[src/sv/esc_dfr_pkg.sv]
package esc_dfr_pkg;

  typedef enum logic [1:0] {
    MODE_HUNT  = 2'd0,
    MODE_FRAME = 2'd1,
    MODE_ESC   = 2'd2,
    MODE_DROP  = 2'd3
  } mode_e;

  typedef enum logic [2:0] {
    ST_CONSUMED = 3'd0,
    ST_DATA     = 3'd1,
    ST_END      = 3'd2,
    ST_NOISE    = 3'd3,
    ST_BADESC   = 3'd4,
    ST_RESTART  = 3'd5,
    ST_OVERSIZE = 3'd6
  } status_e;

  typedef enum logic [2:0] {
    REG_START_CODE   = 3'd0,
    REG_END_CODE     = 3'd1,
    REG_ESCAPE_CODE  = 3'd2,
    REG_ESC_START    = 3'd3,
    REG_ESC_END      = 3'd4,
    REG_ESC_ESCAPE   = 3'd5,
    REG_MAX_LENGTH   = 3'd6
  } reg_idx_e;

  localparam int unsigned CfgIdxW  = 3;
  localparam int unsigned CfgDataW = 16;

  typedef struct packed {
    logic [7:0]  start_code;
    logic [7:0]  end_code;
    logic [7:0]  escape_code;
    logic [7:0]  escaped_start_code;
    logic [7:0]  escaped_end_code;
    logic [7:0]  escaped_escape_code;
    logic [15:0] max_length;
  } cfg_t;

  localparam cfg_t CfgReset = '{
    start_code:          8'd2,
    end_code:            8'd3,
    escape_code:         8'd16,
    escaped_start_code:  8'd130,
    escaped_end_code:    8'd131,
    escaped_escape_code: 8'd144,
    max_length:          16'hFFFF
  };

  typedef struct packed {
    status_e     status;
    logic [7:0]  data_byte;
    logic [15:0] frame_length;
  } result_t;

endpackage

[src/sv/esc_dfr_decode.sv]
module esc_dfr_decode (
  input  esc_dfr_pkg::cfg_t    cfg_i,
  input  esc_dfr_pkg::mode_e   mode_i,
  input  logic [15:0]          count_i,
  input  logic [7:0]           rx_byte_i,
  output esc_dfr_pkg::mode_e   mode_o,
  output logic [15:0]          count_o,
  output esc_dfr_pkg::result_t result_o
);

  logic       take_payload;
  logic [7:0] pay_byte;

  always_comb begin
    mode_o       = mode_i;
    count_o      = count_i;
    result_o     = '{status: esc_dfr_pkg::ST_CONSUMED, data_byte: 8'd0, frame_length: 16'd0};
    take_payload = 1'b0;
    pay_byte     = rx_byte_i;

    unique case (mode_i)
      esc_dfr_pkg::MODE_HUNT: begin
        if (rx_byte_i == cfg_i.start_code) begin
          mode_o  = esc_dfr_pkg::MODE_FRAME;
          count_o = 16'd0;
        end else begin
          result_o.status = esc_dfr_pkg::ST_NOISE;
        end
      end
      esc_dfr_pkg::MODE_FRAME: begin
        if (rx_byte_i == cfg_i.end_code) begin
          result_o.status       = esc_dfr_pkg::ST_END;
          result_o.frame_length = count_i;
          mode_o                = esc_dfr_pkg::MODE_HUNT;
          count_o               = 16'd0;
        end else if (rx_byte_i == cfg_i.start_code) begin
          result_o.status = esc_dfr_pkg::ST_RESTART;
          count_o         = 16'd0;
        end else if (rx_byte_i == cfg_i.escape_code) begin
          mode_o = esc_dfr_pkg::MODE_ESC;
        end else begin
          take_payload = 1'b1;
        end
      end
      esc_dfr_pkg::MODE_ESC: begin
        if (rx_byte_i == cfg_i.escaped_start_code) begin
          take_payload = 1'b1;
          pay_byte     = cfg_i.start_code;
        end else if (rx_byte_i == cfg_i.escaped_end_code) begin
          take_payload = 1'b1;
          pay_byte     = cfg_i.end_code;
        end else if (rx_byte_i == cfg_i.escaped_escape_code) begin
          take_payload = 1'b1;
          pay_byte     = cfg_i.escape_code;
        end else begin
          result_o.status = esc_dfr_pkg::ST_BADESC;
          mode_o          = esc_dfr_pkg::MODE_HUNT;
          count_o         = 16'd0;
        end
      end
      default: begin
        // Dropping the rest of an oversized frame; end code wins over start code.
        if (rx_byte_i == cfg_i.end_code) begin
          mode_o  = esc_dfr_pkg::MODE_HUNT;
          count_o = 16'd0;
        end else if (rx_byte_i == cfg_i.start_code) begin
          mode_o  = esc_dfr_pkg::MODE_FRAME;
          count_o = 16'd0;
        end
      end
    endcase

    if (take_payload) begin
      if (count_i >= cfg_i.max_length) begin
        mode_o          = esc_dfr_pkg::MODE_DROP;
        result_o.status = esc_dfr_pkg::ST_OVERSIZE;
      end else begin
        mode_o             = esc_dfr_pkg::MODE_FRAME;
        count_o            = count_i + 16'd1;
        result_o.status    = esc_dfr_pkg::ST_DATA;
        result_o.data_byte = pay_byte;
      end
    end
  end

endmodule

[src/sv/escaped_frame_deframer.sv]
// Byte-stuffed frame decoder for a serial link.
// Raw line bytes arrive on the s_axis channel, one per transaction, and for
// each byte exactly one status transaction leaves on m_axis: tuser carries the
// status code, tdata carries the decoded payload byte and, at frame end, the
// frame length. Start, end and escape codes, the three escape followers and
// the length limit sit in registers written through the cfg channel, which
// is always ready and should only be used while no bytes are in flight.
// A byte goes into an input register, then through the decoder into the
// result register, from which its status is offered on m_axis. One byte per
// cycle is sustained while m_axis_tready stays high; the mode and byte-count
// registers are updated in the same cycle as the decode, so consecutive
// bytes never wait.
// When the receiver stalls, the result register holds and the input register
// still takes one more byte; the input side stalls only when both are full.
// Reset returns the codes and limit to their defaults, empties both
// registers and puts the decoder in hunting mode with a zero byte count.
module escaped_frame_deframer (
  input  logic                                 clk_i,
  input  logic                                 rst_ni,
  input  logic                                 s_axis_tvalid,
  output logic                                 s_axis_tready,
  input  logic [7:0]                           s_axis_tdata,   // [7:0] rx_byte
  output logic                                 m_axis_tvalid,
  input  logic                                 m_axis_tready,
  output logic [23:0]                          m_axis_tdata,   // [7:0] data_byte,
                                                               // [23:8] frame_length
  output logic [2:0]                           m_axis_tuser,   // [2:0] status
  input  logic                                 cfg_valid_i,
  output logic                                 cfg_ready_o,
  input  logic [esc_dfr_pkg::CfgIdxW-1:0]      cfg_index_i,
  input  logic [esc_dfr_pkg::CfgDataW-1:0]     cfg_data_i
);

  esc_dfr_pkg::cfg_t    cfg_q, cfg_d;
  esc_dfr_pkg::mode_e   mode_q, mode_d;
  logic [15:0]          count_q, count_d;
  logic                 in_valid_q;
  logic [7:0]           in_byte_q;
  logic                 out_valid_q;
  esc_dfr_pkg::result_t out_q, result_d;
  logic                 out_free;
  logic                 advance;

  assign cfg_ready_o = 1'b1;

  always_comb begin
    cfg_d = cfg_q;
    if (cfg_valid_i) begin
      unique case (cfg_index_i)
        esc_dfr_pkg::REG_START_CODE:  cfg_d.start_code          = cfg_data_i[7:0];
        esc_dfr_pkg::REG_END_CODE:    cfg_d.end_code            = cfg_data_i[7:0];
        esc_dfr_pkg::REG_ESCAPE_CODE: cfg_d.escape_code         = cfg_data_i[7:0];
        esc_dfr_pkg::REG_ESC_START:   cfg_d.escaped_start_code  = cfg_data_i[7:0];
        esc_dfr_pkg::REG_ESC_END:     cfg_d.escaped_end_code    = cfg_data_i[7:0];
        esc_dfr_pkg::REG_ESC_ESCAPE:  cfg_d.escaped_escape_code = cfg_data_i[7:0];
        esc_dfr_pkg::REG_MAX_LENGTH:  cfg_d.max_length          = cfg_data_i;
        default: ;
      endcase
    end
  end

  always_ff @(posedge clk_i or negedge rst_ni) begin
    if (!rst_ni) begin
      cfg_q <= esc_dfr_pkg::CfgReset;
    end else begin
      cfg_q <= cfg_d;
    end
  end

  assign out_free      = !out_valid_q || m_axis_tready;
  assign advance       = in_valid_q && out_free;
  assign s_axis_tready = !in_valid_q || out_free;

  esc_dfr_decode u_decode (
    .cfg_i     (cfg_q),
    .mode_i    (mode_q),
    .count_i   (count_q),
    .rx_byte_i (in_byte_q),
    .mode_o    (mode_d),
    .count_o   (count_d),
    .result_o  (result_d)
  );

  always_ff @(posedge clk_i or negedge rst_ni) begin
    if (!rst_ni) begin
      in_valid_q  <= 1'b0;
      out_valid_q <= 1'b0;
      mode_q      <= esc_dfr_pkg::MODE_HUNT;
      count_q     <= 16'd0;
    end else begin
      if (s_axis_tready) begin
        in_valid_q <= s_axis_tvalid;
      end
      if (out_free) begin
        out_valid_q <= in_valid_q;
      end
      if (advance) begin
        mode_q  <= mode_d;
        count_q <= count_d;
      end
    end
  end

  always_ff @(posedge clk_i) begin
    if (s_axis_tready && s_axis_tvalid) begin
      in_byte_q <= s_axis_tdata;
    end
    if (advance) begin
      out_q <= result_d;
    end
  end

  assign m_axis_tvalid = out_valid_q;
  assign m_axis_tdata  = {out_q.frame_length, out_q.data_byte};
  assign m_axis_tuser  = out_q.status;

`ifndef ASSERT_OFF
  a_end_returns_to_hunt: assert property (@(posedge clk_i) disable iff (!rst_ni)
    advance && (result_d.status == esc_dfr_pkg::ST_END) |=> mode_q == esc_dfr_pkg::MODE_HUNT)
    else $error("frame end did not return the decoder to hunting");

  a_length_only_at_end: assert property (@(posedge clk_i) disable iff (!rst_ni)
    out_valid_q && (out_q.status != esc_dfr_pkg::ST_END) |-> out_q.frame_length == 16'd0)
    else $error("frame length nonzero outside frame end");

  a_data_only_when_data: assert property (@(posedge clk_i) disable iff (!rst_ni)
    out_valid_q && (out_q.status != esc_dfr_pkg::ST_DATA) |-> out_q.data_byte == 8'd0)
    else $error("data byte nonzero outside a data result");

  a_advance_fills_output: assert property (@(posedge clk_i) disable iff (!rst_ni)
    advance |=> out_valid_q)
    else $error("decoded byte lost between input and result registers");

  a_stall_means_full: assert property (@(posedge clk_i) disable iff (!rst_ni)
    !s_axis_tready |-> in_valid_q && out_valid_q)
    else $error("input stalled while a register was free");
`endif

endmodule

[config.mk]
export PLATFORM = sky130hd
export DESIGN_NAME = escaped_frame_deframer
export DESIGN_NICKNAME = d
export VERILOG_FILES = /design/src/sv/esc_dfr_pkg.sv /design/src/sv/esc_dfr_decode.sv /design/src/sv/escaped_frame_deframer.sv
export SDC_FILE = /design/constraint.sdc
export NUM_CORES = 1
export LEC_CHECK = 0
export ABC_AREA = 1
export BUFFER_PORTS_ARGS = -buffer_cell sky130_fd_sc_hd__buf_2
export CAP_MARGIN = 25
export CORE_MARGIN = 2
export CORE_UTILIZATION = 55
export CTS_CLUSTER_DIAMETER = 80
export DETAILED_ROUTE_END_ITERATION = 10
export PLACE_DENSITY_LB_ADDON = 0.12
export SYNTH_ARGS = -nofsm -noshare
export SYNTH_HDL_FRONTEND = slang
export SYNTH_SLANG_ARGS = --single-unit
[constraint.sdc]
create_clock -name clk_i -period 2.5 [get_ports clk_i]
set_input_delay 0.75 -clock clk_i [delete_from_list [all_inputs] [get_ports clk_i]]
set_output_delay 0.75 -clock clk_i [all_outputs]
set_load 0.005 [all_outputs]
==> impl_results.md <==
- Buf+Inv Stages, Crit Path: 2
- Hold slack: 0.238 ns
- Post-synth top flop: dfrtp_1
- Die Height: 115 um
- Reg2reg setup slack: 0.17 ns
- Fmax: 429 MHz
- Starting Density: 56.3%
- Gpl congestion: 0.942
- Peak VDD IR: 669 uV
- Ant diodes: 0
- Crit start category: register
- GR Util All Layers: 26.8%
- Synth-to-layout area growth: 15.3%
- Final max-slew violation count: 0
- DR DRC count: 0
- Crit path depth: 14
- RSZ-0062 raised after global routing: no
- Avg WL per Cell: 15.6 um
- Post-Syn Area: 0.00677 mm^2
- CTS Hold Bufs: 0
- Pin count of the biggest net entering global routing: 48
- Pwr dens: 950 mW/mm^2
- RR Endpoint: count_q[8]$_DFFE_PN0P_
- Final ANT Viol Nets: 0
- Mean Syn Cell Area: 8.07 um^2
- CP Class: reg -> reg
- H-tree depth: 4
- Syn Inst Count: 838
- Initial antenna violation count: 0
- Chip Width: 115 um
- Crit path from: in_byte_q[4]$_DFFE_PP_
- Die Area: 0.0132 mm^2
- Synth warn: 0
- Crit path max-delay family: simple AND/OR/NAND/NOR gates
- Period utilization: 93.3%
- Final Power: 7.41 mW
- Drt first-iter violations: 499
- Worst reg2reg startpoint: in_byte_q[4]$_DFFE_PP_
- LEAKAGE: 3.82 nW
- Critical Path RT: 2.81 ns
- FP Rows: 40
- Vias per cell: 5.45
- Most frequent cells in the layout: nand2_1, inv_1, o21ai_0, nor2_1, buf_2
- Num Clock Sinks: 119
- Largest stage delay on the critical path: 0.55 ns
- Global route total overflow: 0
- Final Net Count: 955
- Insertion delay to the later sink of the worst-skew pair: 0.43 ns
- Clk buf depth: 2
- Core ar.: 0.0120 mm^2
- Drt pass-1 iters: 5
- Hold Crit Class: in -> async
- Slew margin rel.: 61.2%
- First-pass GRT wire length: 27100 um
- Worst-path cell chain: buf_4, xnor2_1, nand2_1, nor2_1, nand2_1, nand3_2, nand2_4, nand2_1, nand2_2, inv_1, nand2_1, nand2_1, nand2_1, nand2_1
- # IOs: 62
- Setup violators final: 0
- Final wirelength: 16600 um
- Dpl cell area: 0.00718 mm^2
- Yosys cell types: 40
- Final min period: 2.33 ns
- Post-synth EDFFs: 35
- Status: complete, no violations
- Post-Syn Nets: 891
- Reg2Reg Depth: 14
- Worst-path cell with the longest stage delay: edfxtp_1
- Via count: 5788
- CTS tree: yes
- CTS buffer count: 17
- CP Max Fanout: 12
- Critical path endpoint: count_q[8]$_DFFE_PN0P_
- Maxcap violations: 0
- Fill count: 1030
- Cell mode on critical path: nand2_1
- Clk root buf: clkbuf_16
- Synth Register Bits: 119
- Worst Max-Slew Pin Slew: 0.581 ns
- Final TNS setup: 0 ns
- Clk_skew: 0.0180 ns
- PortBufs: 60
- Fin. Hold Viols: 0
- CTS clock-pin slew for the worst setup and hold paths: 0.06 ns
- Crit. End Element: register
- Post-DP HPWL: 11900 um
- Cell area after layout: 0.00780 mm^2
- Asr flop ratio synth: 70.6%
- Vias in the first global route: 5382
- Share of cells above drive strength 1: 18.9%
- Most common cell after layout, fill and taps aside: nand2_1
- Post-synthesis sequential area ratio: 47.1%
- WP data arrival: 2.64 ns
==> power breakdown <==
group	switching [mW]	internal (mW)
Combinational	1.36	0.799
Clock	0.858	1.54
Sequential	0.390	2.47
Total	2.60	4.81
==> metal layers <==
metal	share of wire (%)	GRT usage [%]	vias up
li1	-	-	2823
met1	47	38.1	2710
met2	44	39.3	232
met3	7.5	8.75	23
met4	1.6	8.19	0
met5	0	0	-
==> cells in the mapped netlist (11+ instances only) <==
master	n	area, um^2
a21oi_1	31	155
nand3_1	24	120
clkbuf_1	16	60.1
nand4_1	23	144
xnor2_1	13	114
edfxtp_1	35	1050
dfrtp_1	57	1430
dfstp_2	27	709
nand2_1	262	983
o21ai_0	79	395
inv_1	95	357
nor2_1	60	225
xor2_1	11	96.3
ha_1	21	263
buf_6	11	124
==> through the flow <==
stage	setup WS [ns]	cells	utilization [%]
after floorplan	0.394	838	-
after global placement	0.200	1026	59.8
after detailed placement	0.156	1026	59.8
after CTS	0.116	1058	64.6
after global routing	0.0126	1062	64.9
final	0.168	1062	64.9
==> flip-flops by register name, summed over array words and instances, names as in the netlist <==
signal,count
cfg_q,64
m_axis_tdata,24
count_q,16
in_byte_q,8
m_axis_tuser,3
mode_q,2
in_valid_q,1
m_axis_tvalid,1
==> how the worst min path moves through the flow <==
stage / start / endpoint / slack [ns] / cells after the start
finish: rst_ni / cfg_q[21]$_DFFE_PN0P_ / 0.24 / 1
floorplan: rst_ni / cfg_q[16]$_DFFE_PN0P_ / 0.45 / 0
detailed placement: cfg_q[13]$_DFFE_PN1P_ / cfg_q[13]$_DFFE_PN1P_ / 0.47 / 2
CTS: rst_ni / cfg_q[29]$_DFFE_PN0P_ / 0.24 / 1
global route: rst_ni / cfg_q[21]$_DFFE_PN0P_ / 0.26 / 1
global placement: cfg_q[11]$_DFFE_PN1P_ / cfg_q[11]$_DFFE_PN1P_ / 0.47 / 2
==> repair_timing <==
| action | in CTS | in global routing |
|---|---|---|
| endpoints found under the setup margin | 0 | 21 |
| resized for setup | 0 | 3 |
| buffers inserted | 0 | 4 |
==> kinds of logic after synthesis <==
family,after synthesis,share of synthesized area [%]
xor gates and xnor gates,27,3.83
and+or+nand+nor,394,24.7
other,1,0.0554
adders and majority gates,21,3.88
AOI/OAI and AO/OA,135,11.0
DFF,119,47.1
buffers and inverters,141,9.38
==> final cells by class <==
type	count	area, um^2	share of cell area, %
Clock buffer	24	482	6.17
Sequential cell	119	3190	40.9
Tap cell	147	184	2.36
Timing Repair Buffer	78	475	6.09
Inverter	108	418	5.36
Clock inverter	8	97.6	1.25
Multi-Input combinational cell	578	2960	37.9
Note: power is estimated with default switching activity, not from simulation.
